[config.mk]
export PLATFORM = sky130hd
export DESIGN_NAME = job_ring_queue_top
export DESIGN_NICKNAME = d
export VERILOG_FILES = /design/src/rtl/core/jrq_pkg.sv /design/src/rtl/core/jrq_store.sv /design/src/rtl/core/jrq_ctrl.sv /design/src/rtl/core/job_ring_queue_top.sv
export SDC_FILE = /design/constraint.sdc
export NUM_CORES = 1
export LEC_CHECK = 0
export BUFFER_PORTS_ARGS = -buffer_cell sky130_fd_sc_hd__buf_2
export CELL_PAD_IN_SITES_DETAIL_PLACEMENT = 0
export CELL_PAD_IN_SITES_GLOBAL_PLACEMENT = 1
export CORE_ASPECT_RATIO = 1.4
export CORE_MARGIN = 4
export CORE_UTILIZATION = 50
export DETAILED_ROUTE_END_ITERATION = 8
export HOLD_SLACK_MARGIN = 0.05
export PLACE_DENSITY = 0.79
export SLEW_MARGIN = 40
export SYNTH_ARGS = -nofsm -noshare
export SYNTH_HDL_FRONTEND = slang
export SYNTH_HIERARCHICAL = 1
export SYNTH_SLANG_ARGS = --single-unit
[constraint.sdc]
create_clock -name i_clk -period 5.8 [get_ports i_clk]
set_clock_uncertainty 0.1 [all_clocks]
set_input_delay 0.29 -clock i_clk [delete_from_list [all_inputs] [get_ports i_clk]]
set_output_delay 0.29 -clock i_clk [all_outputs]
set_load 0.005 [all_outputs]
[src/rtl/core/jrq_pkg.sv]
// jrq_pkg: shared types and codes of the job ring queue.
// No dependencies; used by jrq_ctrl and job_ring_queue_top.
`default_nettype none

package jrq_pkg;

    localparam int FIELD_W  = 32;
    localparam int KIND_W   = 2;
    localparam int STATUS_W = 2;
    localparam int COUNT_W  = 5;
    localparam int CAP_W    = 5;
    localparam int APB_AW   = 3;
    localparam int APB_DW   = 32;

    localparam logic [KIND_W-1:0] KIND_TAKE = 2'd0;
    localparam logic [KIND_W-1:0] KIND_GIVE = 2'd1;
    localparam logic [KIND_W-1:0] KIND_PUSH = 2'd2;

    localparam logic [STATUS_W-1:0] STATUS_OK    = 2'd0;
    localparam logic [STATUS_W-1:0] STATUS_EMPTY = 2'd1;
    localparam logic [STATUS_W-1:0] STATUS_FULL  = 2'd2;

    localparam logic REG_CAPACITY = 1'b0;

    typedef struct packed {
        logic [STATUS_W-1:0] status;
        logic                take_ok;
        logic                dropped;
        logic                wr_en;
        logic [COUNT_W-1:0]  fill;
        logic [COUNT_W-1:0]  free;
    } t_ctrl_res;

endpackage

`default_nettype wire

[src/rtl/core/jrq_store.sv]
// jrq_store: slot memory, one write port and one registered read port.
// No package dependencies.
`default_nettype none

module jrq_store #(
    parameter int DEPTH = 16,
    parameter int WIDTH = 32
) (
    input  wire logic                     i_clk,
    input  wire logic                     i_wr_en,
    input  wire logic [$clog2(DEPTH)-1:0] i_wr_addr,
    input  wire logic [WIDTH-1:0]         i_wr_data,
    input  wire logic                     i_rd_en,
    input  wire logic [$clog2(DEPTH)-1:0] i_rd_addr,
    output logic      [WIDTH-1:0]         o_rd_data
);

    logic [WIDTH-1:0] r_mem [DEPTH];

    always_ff @(posedge i_clk) begin
        if (i_wr_en) begin
            r_mem[i_wr_addr] <= i_wr_data;
        end
    end

    always_ff @(posedge i_clk) begin
        if (i_rd_en) begin
            o_rd_data <= r_mem[i_rd_addr];
        end
    end

endmodule

`default_nettype wire

[src/rtl/core/jrq_ctrl.sv]
// jrq_ctrl: capacity register, ring pointers, entry count and per-op decision.
// Depends on jrq_pkg.
`default_nettype none

module jrq_ctrl #(
    parameter int DEPTH = 16
) (
    input  wire logic                              i_clk,
    input  wire logic                              i_rst_n,
    input  wire logic                              i_step,
    input  wire logic [jrq_pkg::KIND_W-1:0]        i_kind,
    input  wire logic                              i_cfg_wr,
    input  wire logic [jrq_pkg::CAP_W-1:0]         i_cfg_data,
    output jrq_pkg::t_ctrl_res                     o_res,
    output logic      [$clog2(DEPTH)-1:0]          o_wr_ptr,
    output logic      [$clog2(DEPTH)-1:0]          o_rd_ptr,
    output logic      [jrq_pkg::CAP_W-1:0]         o_cap
);

    localparam int PTR_W = $clog2(DEPTH);
    localparam int AW    = ((PTR_W > jrq_pkg::CAP_W) ? PTR_W : jrq_pkg::CAP_W) + 1;
    localparam int CAP_RST = (DEPTH < 16) ? DEPTH : 16;

    logic [PTR_W-1:0]            r_rd_ptr, n_rd_ptr;
    logic [PTR_W-1:0]            r_wr_ptr, n_wr_ptr;
    logic [jrq_pkg::COUNT_W-1:0] r_count,  n_count;
    logic [jrq_pkg::CAP_W-1:0]   r_cap,    n_cap;
    logic [PTR_W-1:0]            rd_next, wr_next;
    logic [AW-1:0]               rd_inc, wr_inc;
    logic                        full;

    always_comb begin
        rd_inc  = AW'(r_rd_ptr) + AW'(1);
        wr_inc  = AW'(r_wr_ptr) + AW'(1);
        rd_next = (rd_inc < AW'(r_cap)) ? PTR_W'(rd_inc) : '0;
        wr_next = (wr_inc < AW'(r_cap)) ? PTR_W'(wr_inc) : '0;
        full    = (r_count >= jrq_pkg::COUNT_W'(r_cap));
    end

    always_comb begin
        if (i_cfg_data == '0) begin
            n_cap = jrq_pkg::CAP_W'(1);
        end else if (AW'(i_cfg_data) > AW'(DEPTH)) begin
            n_cap = jrq_pkg::CAP_W'(DEPTH);
        end else begin
            n_cap = i_cfg_data;
        end
    end

    always_comb begin
        n_rd_ptr        = r_rd_ptr;
        n_wr_ptr        = r_wr_ptr;
        n_count         = r_count;
        o_res.status    = jrq_pkg::STATUS_OK;
        o_res.take_ok   = 1'b0;
        o_res.dropped   = 1'b0;
        o_res.wr_en     = 1'b0;
        case (i_kind)
            jrq_pkg::KIND_TAKE: begin
                if (r_count == '0) begin
                    o_res.status = jrq_pkg::STATUS_EMPTY;
                end else begin
                    o_res.take_ok = 1'b1;
                    n_rd_ptr      = rd_next;
                    n_count       = r_count - 1'b1;
                end
            end
            jrq_pkg::KIND_GIVE: begin
                if (full) begin
                    o_res.status = jrq_pkg::STATUS_FULL;
                end else begin
                    o_res.wr_en = 1'b1;
                    n_wr_ptr    = wr_next;
                    n_count     = r_count + 1'b1;
                end
            end
            jrq_pkg::KIND_PUSH: begin
                o_res.wr_en = 1'b1;
                n_wr_ptr    = wr_next;
                if (full) begin
                    o_res.dropped = 1'b1;
                    n_rd_ptr      = rd_next;
                end else begin
                    n_count = r_count + 1'b1;
                end
            end
            default: begin
            end
        endcase
        o_res.fill = n_count;
        o_res.free = jrq_pkg::COUNT_W'(r_cap) - n_count;
    end

    always_ff @(posedge i_clk) begin
        if (!i_rst_n) begin
            r_rd_ptr <= '0;
            r_wr_ptr <= '0;
            r_count  <= '0;
            r_cap    <= jrq_pkg::CAP_W'(CAP_RST);
        end else if (i_cfg_wr) begin
            r_rd_ptr <= '0;
            r_wr_ptr <= '0;
            r_count  <= '0;
            r_cap    <= n_cap;
        end else if (i_step) begin
            r_rd_ptr <= n_rd_ptr;
            r_wr_ptr <= n_wr_ptr;
            r_count  <= n_count;
        end
    end

    assign o_wr_ptr = r_wr_ptr;
    assign o_rd_ptr = r_rd_ptr;
    assign o_cap    = r_cap;

endmodule

`default_nettype wire

[src/rtl/core/job_ring_queue_top.sv]
// job_ring_queue_top: ring FIFO of job handles with APB capacity register.
// Depends on jrq_pkg, jrq_ctrl and jrq_store.
//
//   channel | handshake                 | payload
//   in      | i_in_valid / o_in_ready   | i_kind, i_job_handle
//   out     | o_out_valid / i_out_ready | o_status, o_taken_handle, o_dropped_oldest,
//           |                           | o_fill_count, o_free_space
//   cfg     | psel, penable, pwrite     | paddr, pwdata, prdata (pready tied high)
//
// One operation per cycle unless the output stalls: input register, decision plus slot
// access, result register; the result is registered once the output is not stalled.
// The slot memory read is registered and lands in the result stage.
// A stalled output holds the result; the input register still takes one more transaction.
// Synchronous reset clears pointers, count and valids; capacity returns to min(DEPTH, 16).
`default_nettype none

module job_ring_queue_top #(
    parameter int DEPTH       = 16,
    parameter int HANDLE_BITS = 32
) (
    input  wire logic                           i_clk,
    input  wire logic                           i_rst_n,
    input  wire logic                           i_in_valid,
    output logic                                o_in_ready,
    input  wire logic [jrq_pkg::KIND_W-1:0]     i_kind,
    input  wire logic [jrq_pkg::FIELD_W-1:0]    i_job_handle,
    output logic                                o_out_valid,
    input  wire logic                           i_out_ready,
    output logic      [jrq_pkg::STATUS_W-1:0]   o_status,
    output logic      [jrq_pkg::FIELD_W-1:0]    o_taken_handle,
    output logic                                o_dropped_oldest,
    output logic      [jrq_pkg::COUNT_W-1:0]    o_fill_count,
    output logic      [jrq_pkg::COUNT_W-1:0]    o_free_space,
    input  wire logic                           psel,
    input  wire logic                           penable,
    input  wire logic                           pwrite,
    input  wire logic [jrq_pkg::APB_AW-1:0]     paddr,
    input  wire logic [jrq_pkg::APB_DW-1:0]     pwdata,
    output logic      [jrq_pkg::APB_DW-1:0]     prdata,
    output logic                                pready
);

    localparam int PTR_W  = $clog2(DEPTH);
    localparam int KEEP_W = (HANDLE_BITS < jrq_pkg::FIELD_W) ? HANDLE_BITS : jrq_pkg::FIELD_W;

    logic                            r_in_v;
    logic [jrq_pkg::KIND_W-1:0]      r_kind;
    logic [KEEP_W-1:0]               r_handle;
    logic                            r_out_v;
    logic [jrq_pkg::STATUS_W-1:0]    r_status;
    logic                            r_take_ok;
    logic                            r_dropped;
    logic [jrq_pkg::COUNT_W-1:0]     r_fill;
    logic [jrq_pkg::COUNT_W-1:0]     r_free;
    logic                            step;
    logic                            cfg_wr;
    jrq_pkg::t_ctrl_res              res;
    logic [PTR_W-1:0]                wr_ptr, rd_ptr;
    logic [jrq_pkg::CAP_W-1:0]       cap;
    logic [KEEP_W-1:0]               rd_data;

    assign step       = r_in_v && (!r_out_v || i_out_ready);
    assign o_in_ready = !r_in_v || step;
    assign cfg_wr     = psel && penable && pwrite && pready
                        && (paddr[jrq_pkg::APB_AW-1] == jrq_pkg::REG_CAPACITY);
    assign pready     = 1'b1;
    assign prdata     = jrq_pkg::APB_DW'(cap);

    always_ff @(posedge i_clk) begin
        if (!i_rst_n) begin
            r_in_v <= 1'b0;
        end else if (o_in_ready) begin
            r_in_v <= i_in_valid;
        end
    end

    always_ff @(posedge i_clk) begin
        if (o_in_ready && i_in_valid) begin
            r_kind   <= i_kind;
            r_handle <= KEEP_W'(i_job_handle);
        end
    end

    jrq_ctrl #(
        .DEPTH (DEPTH)
    ) u_ctrl (
        .i_clk      (i_clk),
        .i_rst_n    (i_rst_n),
        .i_step     (step),
        .i_kind     (r_kind),
        .i_cfg_wr   (cfg_wr),
        .i_cfg_data (pwdata[jrq_pkg::CAP_W-1:0]),
        .o_res      (res),
        .o_wr_ptr   (wr_ptr),
        .o_rd_ptr   (rd_ptr),
        .o_cap      (cap)
    );

    jrq_store #(
        .DEPTH (DEPTH),
        .WIDTH (KEEP_W)
    ) u_store (
        .i_clk     (i_clk),
        .i_wr_en   (step && res.wr_en),
        .i_wr_addr (wr_ptr),
        .i_wr_data (r_handle),
        .i_rd_en   (step),
        .i_rd_addr (rd_ptr),
        .o_rd_data (rd_data)
    );

    always_ff @(posedge i_clk) begin
        if (!i_rst_n) begin
            r_out_v <= 1'b0;
        end else if (step) begin
            r_out_v <= 1'b1;
        end else if (i_out_ready) begin
            r_out_v <= 1'b0;
        end
    end

    always_ff @(posedge i_clk) begin
        if (step) begin
            r_status  <= res.status;
            r_take_ok <= res.take_ok;
            r_dropped <= res.dropped;
            r_fill    <= res.fill;
            r_free    <= res.free;
        end
    end

    assign o_out_valid      = r_out_v;
    assign o_status         = r_status;
    assign o_taken_handle   = r_take_ok ? jrq_pkg::FIELD_W'(rd_data) : '0;
    assign o_dropped_oldest = r_dropped;
    assign o_fill_count     = r_fill;
    assign o_free_space     = r_free;

endmodule

`default_nettype wire
==> impl_metrics.yaml <==
power:
  power_density_nw_per_um2: 315
  peakVddDrop_mv: 0.252
  power_mw: 8.79
  power_leakage_nw: 9.16
worst_setup_path:
  cp_top_family: "simple AND/OR/NAND/NOR gates"
  slowest_stage: "nor2_4"
  timing.critical_path.buf_inv: 2
  path_class: "flip-flop to flip-flop"
  worstPathRequired_ps: 5950
  setup.worst_path.start_class: "flip-flop"
  cp.depth: 11
  critPathMaxFanout: 20
  crit_chain: "inv_1 -> ha_1 -> nor2b_1 -> o21ai_2 -> a21oi_1 -> a21oi_1 -> nor2_1 -> and3_1 -> or3b_2 -> nor2_4 -> buf_4"
  cp-end-kind: "flip-flop"
  cpMostUsedCell: "a21oi_1"
  max_stage_delay_ps: 690
  arrival_ps: 4210
  worstRegToRegCells: 11
sta:
  tightestPinTransition_ps: 857
  hold_viol_final: 0
  max_freq_mhz: 246
  slew_violations: 0
  setup-tns-final_ps: 0
  min_period_ps: 4060
  rsz0062_at_grt: "false"
  slew_headroom_pct: 42.8
  setup_viol: 0
  whs_ps: 95.7
  setup_ws_ps: 1740
  period_share_pct: 70.0
route:
  highest_layer: "met4"
  via_per_inst: 5.78
  wl_met3_mm: 2.76
  wl_met2_mm: 25.9
  wirelength_mm: 49.6
  wl_met1_mm: 19.8
  routedWlPerCell_um: 24.2
  first_pass_iters: 5
  num_vias: 11800
  drt_iter0_drc: 1014
  drc: 0
  antenna_left: 0
final_layout:
  syn2layout_area_growth_pct: 16.2
  register_area_um2: 18200
  multi_input_area_um2: 5570
  fill_cells: 3374
  final_core_util_pct: 59.1
  drive_gt1_share_pct: 29.6
  stdcell_count: 2047
  nets: 1483
  fin_area_um2: 27900
run_status:
  outcome: "finished, final reports clean"
floorplan:
  fp-row-count: 94
  die_x_um: 193
  core_um2: 47300
  start_util_pct: 50.9
  die_h_um: 267
  die_area_um2: 51700
  ioPinCount: 156
logic_synthesis:
  ys_seq_elements: 612
  synth_warnings: 6
  syn_inst: 1193
  avgSynthCellArea_um2: 20.2
  synth_edf_count: 592
  synthArstFlopShare_pct: 0
  syn-cell-area_um2: 24000
  synth.distinct_cells: 66
  ys.flop_type: "edfxtp_1"
  seq_area_frac_synth_pct: 75.6
place:
  place.gp.congestion: 0.856
  dp_hpwl_mm: 29.0
  dp.cells: 1902
  placed_cell_area_um2: 25700
  dp_slack_ps: 1800
  numPortBuffers: 98
global_route:
  grt_max_degree: 73
  overflow: 0
  grt_use_total_pct: 19.2
  grt_pass1_wl_mm: 75.9
  antenna_found_initial: 0
  grt_pass1_vias: 12300
clocking:
  cts_buffers: 54
  path_clk_slew_ps: 70
  clk_latency_ps: 570
  htree_levels: 2
  cts_tree: "yes"
  cts-root-buf: "clkbuf_16"
  ctsResizeCount: 0
  cts_sinks: 612
  clockBufferDepth: 3
  post-cts-setup-buffers: 0
flow_run:
  cap_viol_max_count: 0
hold_path:
  holdPathStages: 5
  hp-class: "primary input to flip-flop"
## cell type report
class | instances | area share (%)
clock inverters | 32 | 1.13
inverters | 20 | 0.269
diodes | 1 | 0.00895
multi-input cells | 507 | 19.9
well taps | 624 | 2.79
clock buffers | 66 | 5.07
repair buffers | 185 | 5.74
flip-flops and latches | 612 | 65.1
## cell families (layout without fill, tap and decap cells)
kind of cell	Yosys count	count (layout)	synth area share, %
other	2	29	0.0312
AO/OA/AOI/OAI	143	143	4.27
multiplexers	130	130	12.1
XOR/XNOR	7	7	0.255
adder cells (fa/ha/maj)	27	27	1.44
flip-flops	612	612	75.6
AND/OR/NAND/NOR	172	172	4.10
buffers and inverters	100	303	2.24
## layer usage
| layer | global-route usage (%) | vias to the layer above |
|---|---|---|
| li1 | - | 5195 |
| met1 | 25.9 | 6178 |
| met2 | 33.2 | 399 |
| met3 | 2.66 | 66 |
| met4 | 5.49 | 0 |
| met5 | 0 | - |
## tightest hold or removal path: cells and delay by family
family	cells	cell delay (ps)
buf+inv	1	80
compound gates	1	60
simple gates	3	290
## synth_stat cells (19+ instances only)
cell type | instances | area (µm²)
a21oi_1 | 21 | 105
a22oi_1 | 64 | 480
and2_2 | 32 | 240
buf_4 | 37 | 278
clkbuf_1 | 19 | 71.3
dfxtp_1 | 20 | 400
edfxtp_1 | 592 | 17800
ha_1 | 26 | 325
inv_1 | 19 | 71.3
mux4_2 | 128 | 2880
nand2_1 | 49 | 184
nor2_1 | 23 | 86.3
## registers in the layout, summed over array words and instances, names as in the netlist, 2 cells and up
register / cells
o_status: 2
o_fill_count: 5
u_store/o_rd_data: 32
u_ctrl/o_wr_ptr: 4
r_kind: 2
r_handle: 32
u_store/r_mem: 512
u_ctrl/r_count: 5
o_free_space: 5
u_ctrl/o_rd_ptr: 4
u_ctrl/o_cap: 5
## cell usage in the layout, fill, tap and decap left out, drive strengths merged, types with 3 or more instances in the layout
master / Yosys / layout
nand2b: 12 / 12
a31oi: 3 / 3
inv: 20 / 22
a22oi: 64 / 64
dfxtp: 20 / 20
and3: 4 / 4
nor2b: 6 / 6
nor3: 7 / 7
a21oi: 21 / 21
nor2: 23 / 23
nand3: 7 / 7
a21o: 7 / 7
o211ai: 4 / 4
mux4: 128 / 128
buf: 58 / 140
conb: 2 / 28
o21ai: 14 / 14
nand2: 50 / 50
edfxtp: 592 / 592
bufinv: 0 / 6
xnor2: 5 / 5
ha: 26 / 26
dlygate4sd3: 0 / 44
clkbuf: 22 / 67
nand3b: 5 / 5
a211oi: 6 / 6
and2: 43 / 43
clkinv: 0 / 23
o22ai: 3 / 3
a21boi: 3 / 3
## power by group
| part | total [mW] | internal [mW] | switching [mW] |
|---|---|---|---|
| Combinational | 0.313 | 0.153 | 0.160 |
| Clock | 3.52 | 2.00 | 1.51 |
| Sequential | 4.96 | 4.90 | 0.0637 |
| Total | 8.79 | 7.06 | 1.74 |
## path summary, 6_finish.rpt
| check | start | slack, ps | end |
|---|---|---|---|
| max | u_ctrl/r_count[0]$_SDFFE_PP0P_ | 1740 | u_store/r_mem[2][3]$_DFFE_PP_ |
| min | pwdata[4] | 100 | u_ctrl/o_cap[2]$_SDFFE_PN0P_ |
| max reg2reg | u_ctrl/r_count[0]$_SDFFE_PP0P_ | 1740 | u_store/r_mem[2][3]$_DFFE_PP_ |
| min reg2reg | r_in_v$_SDFFE_PN0P_ | 470 | o_out_valid$_SDFFE_PN0P_ |
## what timing repair did
action	in CTS	in global routing
endpoints found under the setup margin	0	0
hold buffers	44	0
endpoints found under the hold margin	41	0
(Power assumes the default switching activity.)
